File: src/rtl/srsw_pkg.sv
// Shared types, constants and helpers of the selective-repeat send window.
package srsw_pkg;

  localparam int WINDOW      = 8;
  localparam int MAX_RESULTS = 8;
  localparam int Q_DEPTH     = 2;

  localparam int SEQ_W      = 32;
  localparam int AGE_W      = 16;
  localparam int OP_W       = 2;
  localparam int KIND_W     = 3;
  localparam int CFG_IDX_W  = 2;
  localparam int SLOT_W     = (WINDOW > 1) ? $clog2(WINDOW) : 1;
  localparam int SPAN_W     = $clog2(WINDOW + 1);
  localparam int CNT_W      = $clog2(MAX_RESULTS + 1);
  localparam int Q_PTR_W    = (Q_DEPTH > 1) ? $clog2(Q_DEPTH) : 1;
  localparam int Q_CNT_W    = $clog2(Q_DEPTH + 1);

  localparam logic [OP_W-1:0] OP_SEND = 2'd0;
  localparam logic [OP_W-1:0] OP_ACK  = 2'd1;
  localparam logic [OP_W-1:0] OP_TICK = 2'd2;

  localparam logic [KIND_W-1:0] KIND_GRANT   = 3'd0;
  localparam logic [KIND_W-1:0] KIND_REFUSE  = 3'd1;
  localparam logic [KIND_W-1:0] KIND_TAKEN   = 3'd2;
  localparam logic [KIND_W-1:0] KIND_IGNORED = 3'd3;
  localparam logic [KIND_W-1:0] KIND_RETX    = 3'd4;
  localparam logic [KIND_W-1:0] KIND_IDLE    = 3'd5;

  localparam logic [CFG_IDX_W-1:0] CFG_TIMEOUT = 2'd0;
  localparam logic [CFG_IDX_W-1:0] CFG_FIRST   = 2'd1;
  localparam logic [CFG_IDX_W-1:0] CFG_END     = 2'd2;

  localparam logic [AGE_W-1:0] TIMEOUT_RST = 16'd100;
  localparam logic [SEQ_W-1:0] FIRST_RST   = 32'd2;
  localparam logic [SEQ_W-1:0] END_RST     = 32'd2;

  typedef enum logic [2:0] {
    CMD_SEND    = 3'd0,
    CMD_ACK     = 3'd1,
    CMD_ACK_BAD = 3'd2,
    CMD_TICK    = 3'd3,
    CMD_NOP     = 3'd4
  } cmd_kind_t;

  typedef struct packed {
    logic [OP_W-1:0]  op;
    logic [SEQ_W-1:0] ack_num;
    logic             check_ok;
  } in_item_t;

  typedef struct packed {
    logic [KIND_W-1:0] kind;
    logic [SEQ_W-1:0]  seq_num;
    logic [SEQ_W-1:0]  window_base;
    logic [SEQ_W-1:0]  next_seq;
    logic              done_res;
    logic              last;
  } out_item_t;

  typedef struct packed {
    cmd_kind_t        kind;
    logic [SEQ_W-1:0] ack_num;
  } cmd_t;

  function automatic logic [SLOT_W-1:0] slot_add(input logic [SLOT_W-1:0] a,
                                                 input logic [SPAN_W-1:0] b);
    logic [SPAN_W:0] sum;
    sum = (SPAN_W+1)'(a) + (SPAN_W+1)'(b);
    if (sum >= (SPAN_W+1)'(WINDOW)) begin
      sum = sum - (SPAN_W+1)'(WINDOW);
    end
    return sum[SLOT_W-1:0];
  endfunction

endpackage

File: src/rtl/srsw_front.sv
// Front end: accepts input transactions and classifies them into commands.
module srsw_front (
  input  logic               in_valid,
  output logic               in_ready,
  input  srsw_pkg::in_item_t in_data,
  output logic               push_valid,
  input  logic               push_ready,
  output srsw_pkg::cmd_t     push_cmd
);
  import srsw_pkg::*;

  assign in_ready   = push_ready;
  assign push_valid = in_valid;

  always_comb begin
    push_cmd.ack_num = in_data.ack_num;
    case (in_data.op)
      OP_SEND: push_cmd.kind = CMD_SEND;
      OP_ACK:  push_cmd.kind = in_data.check_ok ? CMD_ACK : CMD_ACK_BAD;
      OP_TICK: push_cmd.kind = CMD_TICK;
      default: push_cmd.kind = CMD_NOP;
    endcase
  end

endmodule

File: src/rtl/srsw_cmdq.sv
// Short command queue between the front end and the window engine.
module srsw_cmdq (
  input  logic           clk,
  input  logic           rst_n,
  input  logic           push_valid,
  output logic           push_ready,
  input  srsw_pkg::cmd_t push_cmd,
  output logic           pop_valid,
  input  logic           pop_ready,
  output srsw_pkg::cmd_t pop_cmd
);
  import srsw_pkg::*;

  cmd_t               mem_r [Q_DEPTH];
  logic [Q_PTR_W-1:0] wr_ptr_r, wr_ptr_nxt;
  logic [Q_PTR_W-1:0] rd_ptr_r, rd_ptr_nxt;
  logic [Q_CNT_W-1:0] cnt_r, cnt_nxt;
  logic               push, pop;

  function automatic logic [Q_PTR_W-1:0] ptr_inc(input logic [Q_PTR_W-1:0] p);
    return (p == Q_PTR_W'(Q_DEPTH - 1)) ? '0 : p + Q_PTR_W'(1);
  endfunction

  assign push_ready = (cnt_r != Q_CNT_W'(Q_DEPTH));
  assign pop_valid  = (cnt_r != '0);
  assign pop_cmd    = mem_r[rd_ptr_r];
  assign push       = push_valid && push_ready;
  assign pop        = pop_valid && pop_ready;

  always_comb begin
    wr_ptr_nxt = push ? ptr_inc(wr_ptr_r) : wr_ptr_r;
    rd_ptr_nxt = pop ? ptr_inc(rd_ptr_r) : rd_ptr_r;
    cnt_nxt    = cnt_r;
    if (push && !pop) begin
      cnt_nxt = cnt_r + Q_CNT_W'(1);
    end else if (pop && !push) begin
      cnt_nxt = cnt_r - Q_CNT_W'(1);
    end
  end

  always_ff @(posedge clk) begin
    if (!rst_n) begin
      wr_ptr_r <= '0;
      rd_ptr_r <= '0;
      cnt_r    <= '0;
    end else begin
      wr_ptr_r <= wr_ptr_nxt;
      rd_ptr_r <= rd_ptr_nxt;
      cnt_r    <= cnt_nxt;
    end
  end

  always_ff @(posedge clk) begin
    if (push) begin
      mem_r[wr_ptr_r] <= push_cmd;
    end
  end

endmodule

File: src/rtl/srsw_back.sv
// Window engine: grants, acknowledges, slides the base and scans for timeouts.
module srsw_back (
  input  logic                           clk,
  input  logic                           rst_n,
  input  logic                           cfg_we,
  input  logic [srsw_pkg::CFG_IDX_W-1:0] cfg_idx,
  input  logic [srsw_pkg::SEQ_W-1:0]     cfg_data,
  input  logic                           cmd_valid,
  output logic                           cmd_ready,
  input  srsw_pkg::cmd_t                 cmd,
  output logic                           out_valid,
  input  logic                           out_ready,
  output srsw_pkg::out_item_t            out_data
);
  import srsw_pkg::*;

  typedef enum logic [2:0] {
    ST_FETCH = 3'b001,
    ST_SLIDE = 3'b010,
    ST_SCAN  = 3'b100
  } back_state_t;

  back_state_t       state_r, state_nxt;
  logic [SEQ_W-1:0]  base_r, base_nxt;
  logic [SEQ_W-1:0]  send_r, send_nxt;
  logic [SLOT_W-1:0] base_slot_r, base_slot_nxt;
  logic [SLOT_W-1:0] send_slot_r, send_slot_nxt;
  logic              acked_r [WINDOW];
  logic              acked_nxt [WINDOW];
  logic [AGE_W-1:0]  age_r [WINDOW];
  logic [AGE_W-1:0]  age_nxt [WINDOW];
  logic              fin_r, fin_nxt;
  logic [AGE_W-1:0]  timeout_r, timeout_nxt;
  logic [SEQ_W-1:0]  first_r, first_nxt;
  logic [SEQ_W-1:0]  end_r, end_nxt;
  logic [SPAN_W-1:0] idx_r, idx_nxt;
  logic [CNT_W-1:0]  cnt_r, cnt_nxt;
  logic              pend_v_r, pend_v_nxt;
  logic [SEQ_W-1:0]  pend_seq_r, pend_seq_nxt;
  logic              out_v_r, out_v_nxt;
  out_item_t         out_r, out_nxt;

  logic [SEQ_W-1:0]  span_full;
  logic [SPAN_W-1:0] span;
  logic              span_open;
  logic [SEQ_W:0]    ack_diff;
  logic              ack_in_win;
  logic [SLOT_W-1:0] ack_slot;
  logic [SLOT_W-1:0] rd_slot;
  logic [AGE_W-1:0]  age_rd, age_inc;
  logic              scan_due;
  logic              can_emit;
  logic              emit, emit_last, step_end, fin_step;
  logic [KIND_W-1:0] emit_kind;
  logic [SEQ_W-1:0]  emit_seq;

  assign out_valid = out_v_r;
  assign out_data  = out_r;
  assign can_emit  = !out_v_r || out_ready;

  assign span_full  = send_r - base_r;
  assign span       = span_full[SPAN_W-1:0];
  assign span_open  = (span < SPAN_W'(WINDOW));
  assign ack_diff   = {1'b0, cmd.ack_num} - {1'b0, base_r};
  assign ack_in_win = !ack_diff[SEQ_W] && (ack_diff[SEQ_W-1:0] < SEQ_W'(WINDOW));
  assign ack_slot   = slot_add(base_slot_r, ack_diff[SPAN_W-1:0]);
  assign rd_slot    = (state_r == ST_SCAN) ? slot_add(base_slot_r, idx_r) : base_slot_r;
  assign age_rd     = age_r[rd_slot];
  assign age_inc    = (age_rd == '1) ? age_rd : age_rd + AGE_W'(1);
  assign scan_due   = !acked_r[rd_slot] && (age_inc > timeout_r) &&
                      (cnt_r < CNT_W'(MAX_RESULTS));

  always_comb begin
    state_nxt     = state_r;
    base_nxt      = base_r;
    send_nxt      = send_r;
    base_slot_nxt = base_slot_r;
    send_slot_nxt = send_slot_r;
    acked_nxt     = acked_r;
    age_nxt       = age_r;
    fin_nxt       = fin_r;
    timeout_nxt   = timeout_r;
    first_nxt     = first_r;
    end_nxt       = end_r;
    idx_nxt       = idx_r;
    cnt_nxt       = cnt_r;
    pend_v_nxt    = pend_v_r;
    pend_seq_nxt  = pend_seq_r;
    out_v_nxt     = out_v_r;
    out_nxt       = out_r;
    emit          = 1'b0;
    emit_last     = 1'b1;
    emit_kind     = KIND_IDLE;
    emit_seq      = '0;
    step_end      = 1'b0;
    cmd_ready     = 1'b0;

    case (state_r)
      ST_FETCH: begin
        cmd_ready = can_emit;
        if (cmd_valid && can_emit) begin
          case (cmd.kind)
            CMD_SEND: begin
              emit     = 1'b1;
              step_end = 1'b1;
              if (span_open && (send_r < end_r)) begin
                acked_nxt[send_slot_r] = 1'b0;
                age_nxt[send_slot_r]   = '0;
                emit_kind              = KIND_GRANT;
                emit_seq               = send_r;
                send_nxt               = send_r + SEQ_W'(1);
                send_slot_nxt          = slot_add(send_slot_r, SPAN_W'(1));
              end else begin
                emit_kind = KIND_REFUSE;
              end
            end
            CMD_ACK: begin
              if (ack_in_win) begin
                acked_nxt[ack_slot] = 1'b1;
                state_nxt           = ST_SLIDE;
              end else begin
                emit      = 1'b1;
                step_end  = 1'b1;
                emit_kind = KIND_IGNORED;
              end
            end
            CMD_ACK_BAD: begin
              emit      = 1'b1;
              step_end  = 1'b1;
              emit_kind = KIND_IGNORED;
            end
            CMD_TICK: begin
              idx_nxt    = '0;
              cnt_nxt    = '0;
              pend_v_nxt = 1'b0;
              state_nxt  = ST_SCAN;
            end
            default: begin
              emit      = 1'b1;
              step_end  = 1'b1;
              emit_kind = KIND_IDLE;
            end
          endcase
        end
      end
      ST_SLIDE: begin
        if ((span != '0) && acked_r[rd_slot]) begin
          base_nxt      = base_r + SEQ_W'(1);
          base_slot_nxt = slot_add(base_slot_r, SPAN_W'(1));
        end else if (can_emit) begin
          emit      = 1'b1;
          step_end  = 1'b1;
          emit_kind = KIND_TAKEN;
          state_nxt = ST_FETCH;
        end
      end
      ST_SCAN: begin
        if (idx_r != span) begin
          // hold while a pending retransmit cannot leave
          if (!(scan_due && pend_v_r && !can_emit)) begin
            idx_nxt          = idx_r + SPAN_W'(1);
            age_nxt[rd_slot] = scan_due ? '0 : age_inc;
            if (scan_due) begin
              if (pend_v_r) begin
                emit      = 1'b1;
                emit_last = 1'b0;
                emit_kind = KIND_RETX;
                emit_seq  = pend_seq_r;
              end
              pend_v_nxt   = 1'b1;
              pend_seq_nxt = base_r + SEQ_W'(idx_r);
              cnt_nxt      = cnt_r + CNT_W'(1);
            end
          end
        end else if (can_emit) begin
          emit      = 1'b1;
          step_end  = 1'b1;
          emit_kind = pend_v_r ? KIND_RETX : KIND_IDLE;
          emit_seq  = pend_v_r ? pend_seq_r : '0;
          state_nxt = ST_FETCH;
        end
      end
      default: begin
        state_nxt = ST_FETCH;
      end
    endcase

    fin_step = fin_r || (base_nxt == end_r);
    if (step_end) begin
      fin_nxt = fin_step;
    end

    if (emit) begin
      out_v_nxt           = 1'b1;
      out_nxt.kind        = emit_kind;
      out_nxt.seq_num     = emit_seq;
      out_nxt.window_base = base_nxt;
      out_nxt.next_seq    = send_nxt;
      out_nxt.done_res    = fin_step;
      out_nxt.last        = emit_last;
    end else if (out_ready) begin
      out_v_nxt = 1'b0;
    end

    if (cfg_we) begin
      case (cfg_idx)
        CFG_TIMEOUT: timeout_nxt = cfg_data[AGE_W-1:0];
        CFG_FIRST: begin
          first_nxt     = cfg_data;
          base_nxt      = cfg_data;
          send_nxt      = cfg_data;
          base_slot_nxt = '0;
          send_slot_nxt = '0;
          fin_nxt       = 1'b0;
          for (int i = 0; i < WINDOW; i++) begin
            acked_nxt[i] = 1'b0;
            age_nxt[i]   = '0;
          end
        end
        CFG_END: end_nxt = cfg_data;
        default: ;
      endcase
    end
  end

  always_ff @(posedge clk) begin
    if (!rst_n) begin
      state_r     <= ST_FETCH;
      base_r      <= FIRST_RST;
      send_r      <= FIRST_RST;
      base_slot_r <= '0;
      send_slot_r <= '0;
      fin_r       <= 1'b0;
      timeout_r   <= TIMEOUT_RST;
      first_r     <= FIRST_RST;
      end_r       <= END_RST;
      idx_r       <= '0;
      cnt_r       <= '0;
      pend_v_r    <= 1'b0;
      out_v_r     <= 1'b0;
      for (int i = 0; i < WINDOW; i++) begin
        acked_r[i] <= 1'b0;
        age_r[i]   <= '0;
      end
    end else begin
      state_r     <= state_nxt;
      base_r      <= base_nxt;
      send_r      <= send_nxt;
      base_slot_r <= base_slot_nxt;
      send_slot_r <= send_slot_nxt;
      fin_r       <= fin_nxt;
      timeout_r   <= timeout_nxt;
      first_r     <= first_nxt;
      end_r       <= end_nxt;
      idx_r       <= idx_nxt;
      cnt_r       <= cnt_nxt;
      pend_v_r    <= pend_v_nxt;
      out_v_r     <= out_v_nxt;
      acked_r     <= acked_nxt;
      age_r       <= age_nxt;
    end
  end

  always_ff @(posedge clk) begin
    pend_seq_r <= pend_seq_nxt;
    out_r      <= out_nxt;
  end

endmodule

File: src/rtl/selective_repeat_send_window.sv
// Top level of the selective-repeat send window.
// Input channel in_valid/in_ready/in_data carries one request transaction:
// a send request, an arrived ack or a time tick. Result channel
// out_valid/out_ready/out_data returns one or more result transactions per
// request, the final one flagged by last. Configuration is a plain write
// port (cfg_we, cfg_idx, cfg_data): timeout, first sequence, end sequence;
// writing the first sequence restarts the window.
// Requests pass a two-entry command queue, so the input takes new
// transactions while the engine works or the output is stalled, until the
// queue is full; the engine pops each request from the queue head.
// Engine steps per request, the last of which loads the output register:
// send, ignored ack or unknown op: fetch; taken ack: fetch, one slide step
// per slot the base slides (up to the window size), result; tick: fetch,
// one scan step per outstanding slot (up to the window size), result.
// A stalled receiver holds the engine at fetch, and before each result it must
// load, while the output register still holds an untaken result.
// Reset (synchronous, active low) loads timeout 100, first and end
// sequence 2, and clears all slots; no memory clearing pass is needed.
module selective_repeat_send_window (
  input  logic                           clk,
  input  logic                           rst_n,
  input  logic                           cfg_we,
  input  logic [srsw_pkg::CFG_IDX_W-1:0] cfg_idx,
  input  logic [srsw_pkg::SEQ_W-1:0]     cfg_data,
  input  logic                           in_valid,
  output logic                           in_ready,
  input  srsw_pkg::in_item_t             in_data,
  output logic                           out_valid,
  input  logic                           out_ready,
  output srsw_pkg::out_item_t            out_data
);
  import srsw_pkg::*;

  logic push_valid, push_ready;
  logic pop_valid, pop_ready;
  cmd_t push_cmd, pop_cmd;

  srsw_front u_front (
    .in_valid   (in_valid),
    .in_ready   (in_ready),
    .in_data    (in_data),
    .push_valid (push_valid),
    .push_ready (push_ready),
    .push_cmd   (push_cmd)
  );

  srsw_cmdq u_cmdq (
    .clk        (clk),
    .rst_n      (rst_n),
    .push_valid (push_valid),
    .push_ready (push_ready),
    .push_cmd   (push_cmd),
    .pop_valid  (pop_valid),
    .pop_ready  (pop_ready),
    .pop_cmd    (pop_cmd)
  );

  srsw_back u_back (
    .clk       (clk),
    .rst_n     (rst_n),
    .cfg_we    (cfg_we),
    .cfg_idx   (cfg_idx),
    .cfg_data  (cfg_data),
    .cmd_valid (pop_valid),
    .cmd_ready (pop_ready),
    .cmd       (pop_cmd),
    .out_valid (out_valid),
    .out_ready (out_ready),
    .out_data  (out_data)
  );

  a_nonlast_is_retx: assert property (@(posedge clk) disable iff (!rst_n)
    out_valid && !out_data.last |-> out_data.kind == KIND_RETX)
    else $error("non-final result is not a retransmit");

  a_seq_zero: assert property (@(posedge clk) disable iff (!rst_n)
    out_valid && out_data.kind != KIND_GRANT && out_data.kind != KIND_RETX
    |-> out_data.seq_num == '0)
    else $error("sequence number set on a result that carries none");

  a_window_span: assert property (@(posedge clk) disable iff (!rst_n)
    out_valid |-> out_data.next_seq >= out_data.window_base &&
                  (out_data.next_seq - out_data.window_base) <= SEQ_W'(WINDOW))
    else $error("outstanding span exceeds the window");

  a_grant_advances: assert property (@(posedge clk) disable iff (!rst_n)
    out_valid && out_data.kind == KIND_GRANT
    |-> out_data.seq_num + SEQ_W'(1) == out_data.next_seq)
    else $error("granted number does not precede next sequence");

endmodule

File: config.mk
export PLATFORM = sky130hd
export DESIGN_NAME = selective_repeat_send_window
export DESIGN_NICKNAME = d
export VERILOG_FILES = /design/src/rtl/srsw_pkg.sv /design/src/rtl/srsw_front.sv /design/src/rtl/srsw_cmdq.sv /design/src/rtl/srsw_back.sv /design/src/rtl/selective_repeat_send_window.sv
export SDC_FILE = /design/constraint.sdc
export NUM_CORES = 1
export LEC_CHECK = 0
export BUFFER_PORTS_ARGS = -buffer_cell sky130_fd_sc_hd__buf_2
export CAP_MARGIN = 20
export CORE_UTILIZATION = 61
export DETAILED_ROUTE_END_ITERATION = 7
export PLACE_DENSITY_LB_ADDON = 0.08
export SYNTH_ARGS = -nofsm -noshare
export SYNTH_HDL_FRONTEND = slang
export SYNTH_SLANG_ARGS = --single-unit
File: constraint.sdc
create_clock -name clk -period 12.9 [get_ports clk]
set_input_delay 3.87 -clock clk [delete_from_list [all_inputs] [get_ports clk]]
set_output_delay 3.87 -clock clk [all_outputs]
set_load 0.1 [all_outputs]
==> flow_metrics.tcl <==
set metrics [dict create \
    wl_mm 85.9 \
    yosys-top-cells-area "edfxtp_1, dfxtp_1, ha_1" \
    drt_iter0_markers 3426 \
    grtUsageTotal_pct 40.6 \
    drv_slew 0 \
    coreArea_sq_um 40200 \
    start_util_pct 62.5 \
    max_stage_delay_ns 0.79 \
    ys_seq_elements 476 \
    setup_tns_ns 0 \
    synth-async-reset-ratio_pct 0 \
    drc 0 \
    dieArea_sq_um 42000 \
    hold_buffers 0 \
    end_kind "flop" \
    wl_per_cell_um 26.4 \
    post_cts_buffers 0 \
    setup_viol 0 \
    synth_edf_count 203 \
    finalNonFillerCells 3260 \
    synth_fp_nets 2750 \
    place_congestion 1.05 \
    cts-htree-levels 2 \
    cts_tree "yes" \
    cts_root_buf "clkbuf_16" \
    die_h_um 205 \
    finalHoldViolCount 0 \
    power_density_nw_per_um2 199 \
    cap_violations 0 \
    row_count 73 \
    cp_data_required_time_ns 13.39 \
    drive_above_1_share_pct 14.0 \
    criticalPathCategory "reg2reg" \
    grt_pass1_wl_mm 128 \
    period_share_pct 77.1 \
    dp_cells 3171 \
    critPathSlowestCell "xor2_2" \
    synth_top_cell_area_share_pct 24.3 \
    start_kind "flop" \
    cts_sinks 476 \
    status "finished, final reports clean" \
    arrival_ns 10.43 \
    rsz0062_at_grt "false" \
    yosysTopAreaCell "edfxtp_1" \
    grt_max_degree 99 \
    grt_pass1_vias 20800 \
    final_antenna_net_count 0 \
    nets 2873 \
    cts_buffers 48 \
    dp_hpwl_mm 63.5 \
    ios 177 \
    critical_path.max_fanout 31 \
    via_per_inst 6.79 \
    cts_buffer_depth 3 \
    synthCells 2574 \
    min_period_ns 9.94 \
    peakVddDrop_uv 275 \
    fillers 3132 \
    synth_area_sq_um 25100 \
    seq_area_frac_synth_pct 46.0 \
    synthFlopType "dfxtp_1" \
    antenna_found_initial 0 \
    numPortBuffers 176 \
    leakagePower_nw 10.4 \
    grt_overflow 0 \
    ys_warn_count 0 \
    areaGrowthSynthToFinish_pct 11.1 \
    via_count 22100 \
    antenna_cells 0 \
    clk_pin_slew_worst_paths_ns 0.06 \
    worst_slew_pin_slew_ns 1.22 \
    fmax_mhz 101 \
    avgSynthCellArea_sq_um 9.77 \
    cts-resized-gates 0 \
    die-width_um 205 \
    dr.pass1.iters 7 \
    min_path_type "reg2reg" \
    clock_latency_ns 0.61 \
    synth_cell_types 99 \
    fin_skew_ns 0.0194 \
    relSlewSlack_pct 18.0 \
]
-- kinds of logic after synthesis --
family | after synthesis | share of synthesized area, %
multiplexers | 82 | 4.36
AND/OR/NAND/NOR | 845 | 16.0
adder cells (fa/ha/maj) | 102 | 5.23
flip-flops | 476 | 46.0
buffers and inverters | 274 | 4.33
XOR/XNOR | 142 | 5.04
AO/OA/AOI/OAI | 653 | 19.0
-- final timing paths --
path	from	slack [ns]	cells after the start	endpoint
worst max-delay path	u_back.base_slot_r[0]	2.96	25	u_back.age_r[54]
worst min-delay path	u_back.age_r[55]	0.47	1	u_back.age_r[55]
worst max register to register	u_back.base_slot_r[0]	2.96	25	u_back.age_r[54]
worst min register to register	u_back.age_r[55]	0.47	1	u_back.age_r[55]
-- state kept, by name (all words and copies together), names as in the netlist, 2 cells and up, named ones only --
signal,count
u_back.end_r,32
u_back.acked_r,8
u_back.age_r,128
u_back.send_r,32
u_back.base_r,32
u_back.cnt_r,4
u_cmdq.cnt_r,2
u_back.pend_seq_r,32
u_back.out_data,101
u_back.timeout_r,16
u_back.state_r,3
u_cmdq.mem_r,70
u_back.base_slot_r,3
u_back.send_slot_r,3
u_back.idx_r,4
-- worst max-delay path: cells and delay by family (launching register included) --
family	cells	cell delay, ns
flops	1	0.56
compound gates	12	4.17
fa+ha+maj	3	1.05
buf+inv	2	0.31
simple gates	6	2.68
xor+xnor	2	0.98
-- layout by cell type (no fill, tap or decap), types with 50 or more instances in the layout --
| master | netlist | final |
|---|---|---|
| nor2_1 | 237 | 235 |
| a21boi_0 | 57 | 57 |
| buf_2 | 21 | 176 |
| a22o_1 | 94 | 94 |
| nand2_1 | 248 | 248 |
| nand3_1 | 77 | 77 |
| dfxtp_1 | 273 | 273 |
| a21oi_1 | 98 | 98 |
| edfxtp_1 | 203 | 203 |
| ha_1 | 97 | 97 |
| clkbuf_16 | 0 | 50 |
| o21ai_0 | 102 | 102 |
| nor3_1 | 54 | 54 |
| xnor2_1 | 114 | 114 |
| inv_1 | 138 | 138 |
-- cells in the mapped netlist, types with 16 or more instances --
master / instances
a211oi_1: 18
nand3_1: 77
inv_1: 138
mux2i_1: 22
a21o_1: 29
xor2_1: 26
nand2_1: 248
o21ai_0: 102
a22o_1: 94
edfxtp_1: 203
xnor2_1: 114
nor2_1: 237
nor3_1: 54
and2_1: 30
dfxtp_1: 273
mux4_2: 16
buf_2: 21
or3_1: 17
mux2_2: 40
clkbuf_1: 99
a21boi_0: 57
and3_1: 30
nor2b_1: 23
nand4_1: 47
nand2b_1: 16
ha_1: 97
a22oi_1: 43
o211ai_1: 21
a21oi_1: 98
-- report_power, final --
| part | total [W] | leakage (nW) | internal, W | switching (W) |
|---|---|---|---|---|
| Combinational | 0.00224 | 5.48 | 0.000470 | 0.00177 |
| Sequential | 0.00191 | 4.13 | 0.00183 | 0.0000853 |
| Clock | 0.00140 | 0.760 | 0.000801 | 0.000597 |
-- final cells by class --
cell class	count	area, sq um	share of cell area [%]
Clock buffer	71	1380	4.94
Clock inverter	17	173	0.618
Inverter	139	522	1.87
Multi-Input combinational cell	1824	12500	44.8
Sequential cell	476	11600	41.4
Tap cell	525	657	2.35
Timing Repair Buffer	208	1120	4.03
-- routing by layer --
layer / GRT usage (%) / vias up / routed length [um]
met5: 0.476 / - / 0
met4: 18.1 / 0 / 4360
met3: 10.4 / 299 / 10800
met2: 59.3 / 1617 / 36100
met1: 56.4 / 10500 / 34600
li1: - / 9690 / -
-- per-stage QoR --
stage          setup WS [ns]  instance area [sq um]  utilization (%)  total power (W)  hold WS (ns)
3_5_place_dp            3.44                  26400             65.6          0.00415         0.457
2_1_floorplan           2.54                  25100                -          0.00372         0.414
6_report                2.96                  27900             69.5          0.00556         0.469
4_1_cts                 3.42                  27900             69.5          0.00552         0.466
5_1_grt                 2.38                  27900             69.5          0.00572         0.479
3_3_place_gp            3.74                  26400             65.6          0.00411         0.438
(Power assumes the default switching activity.)
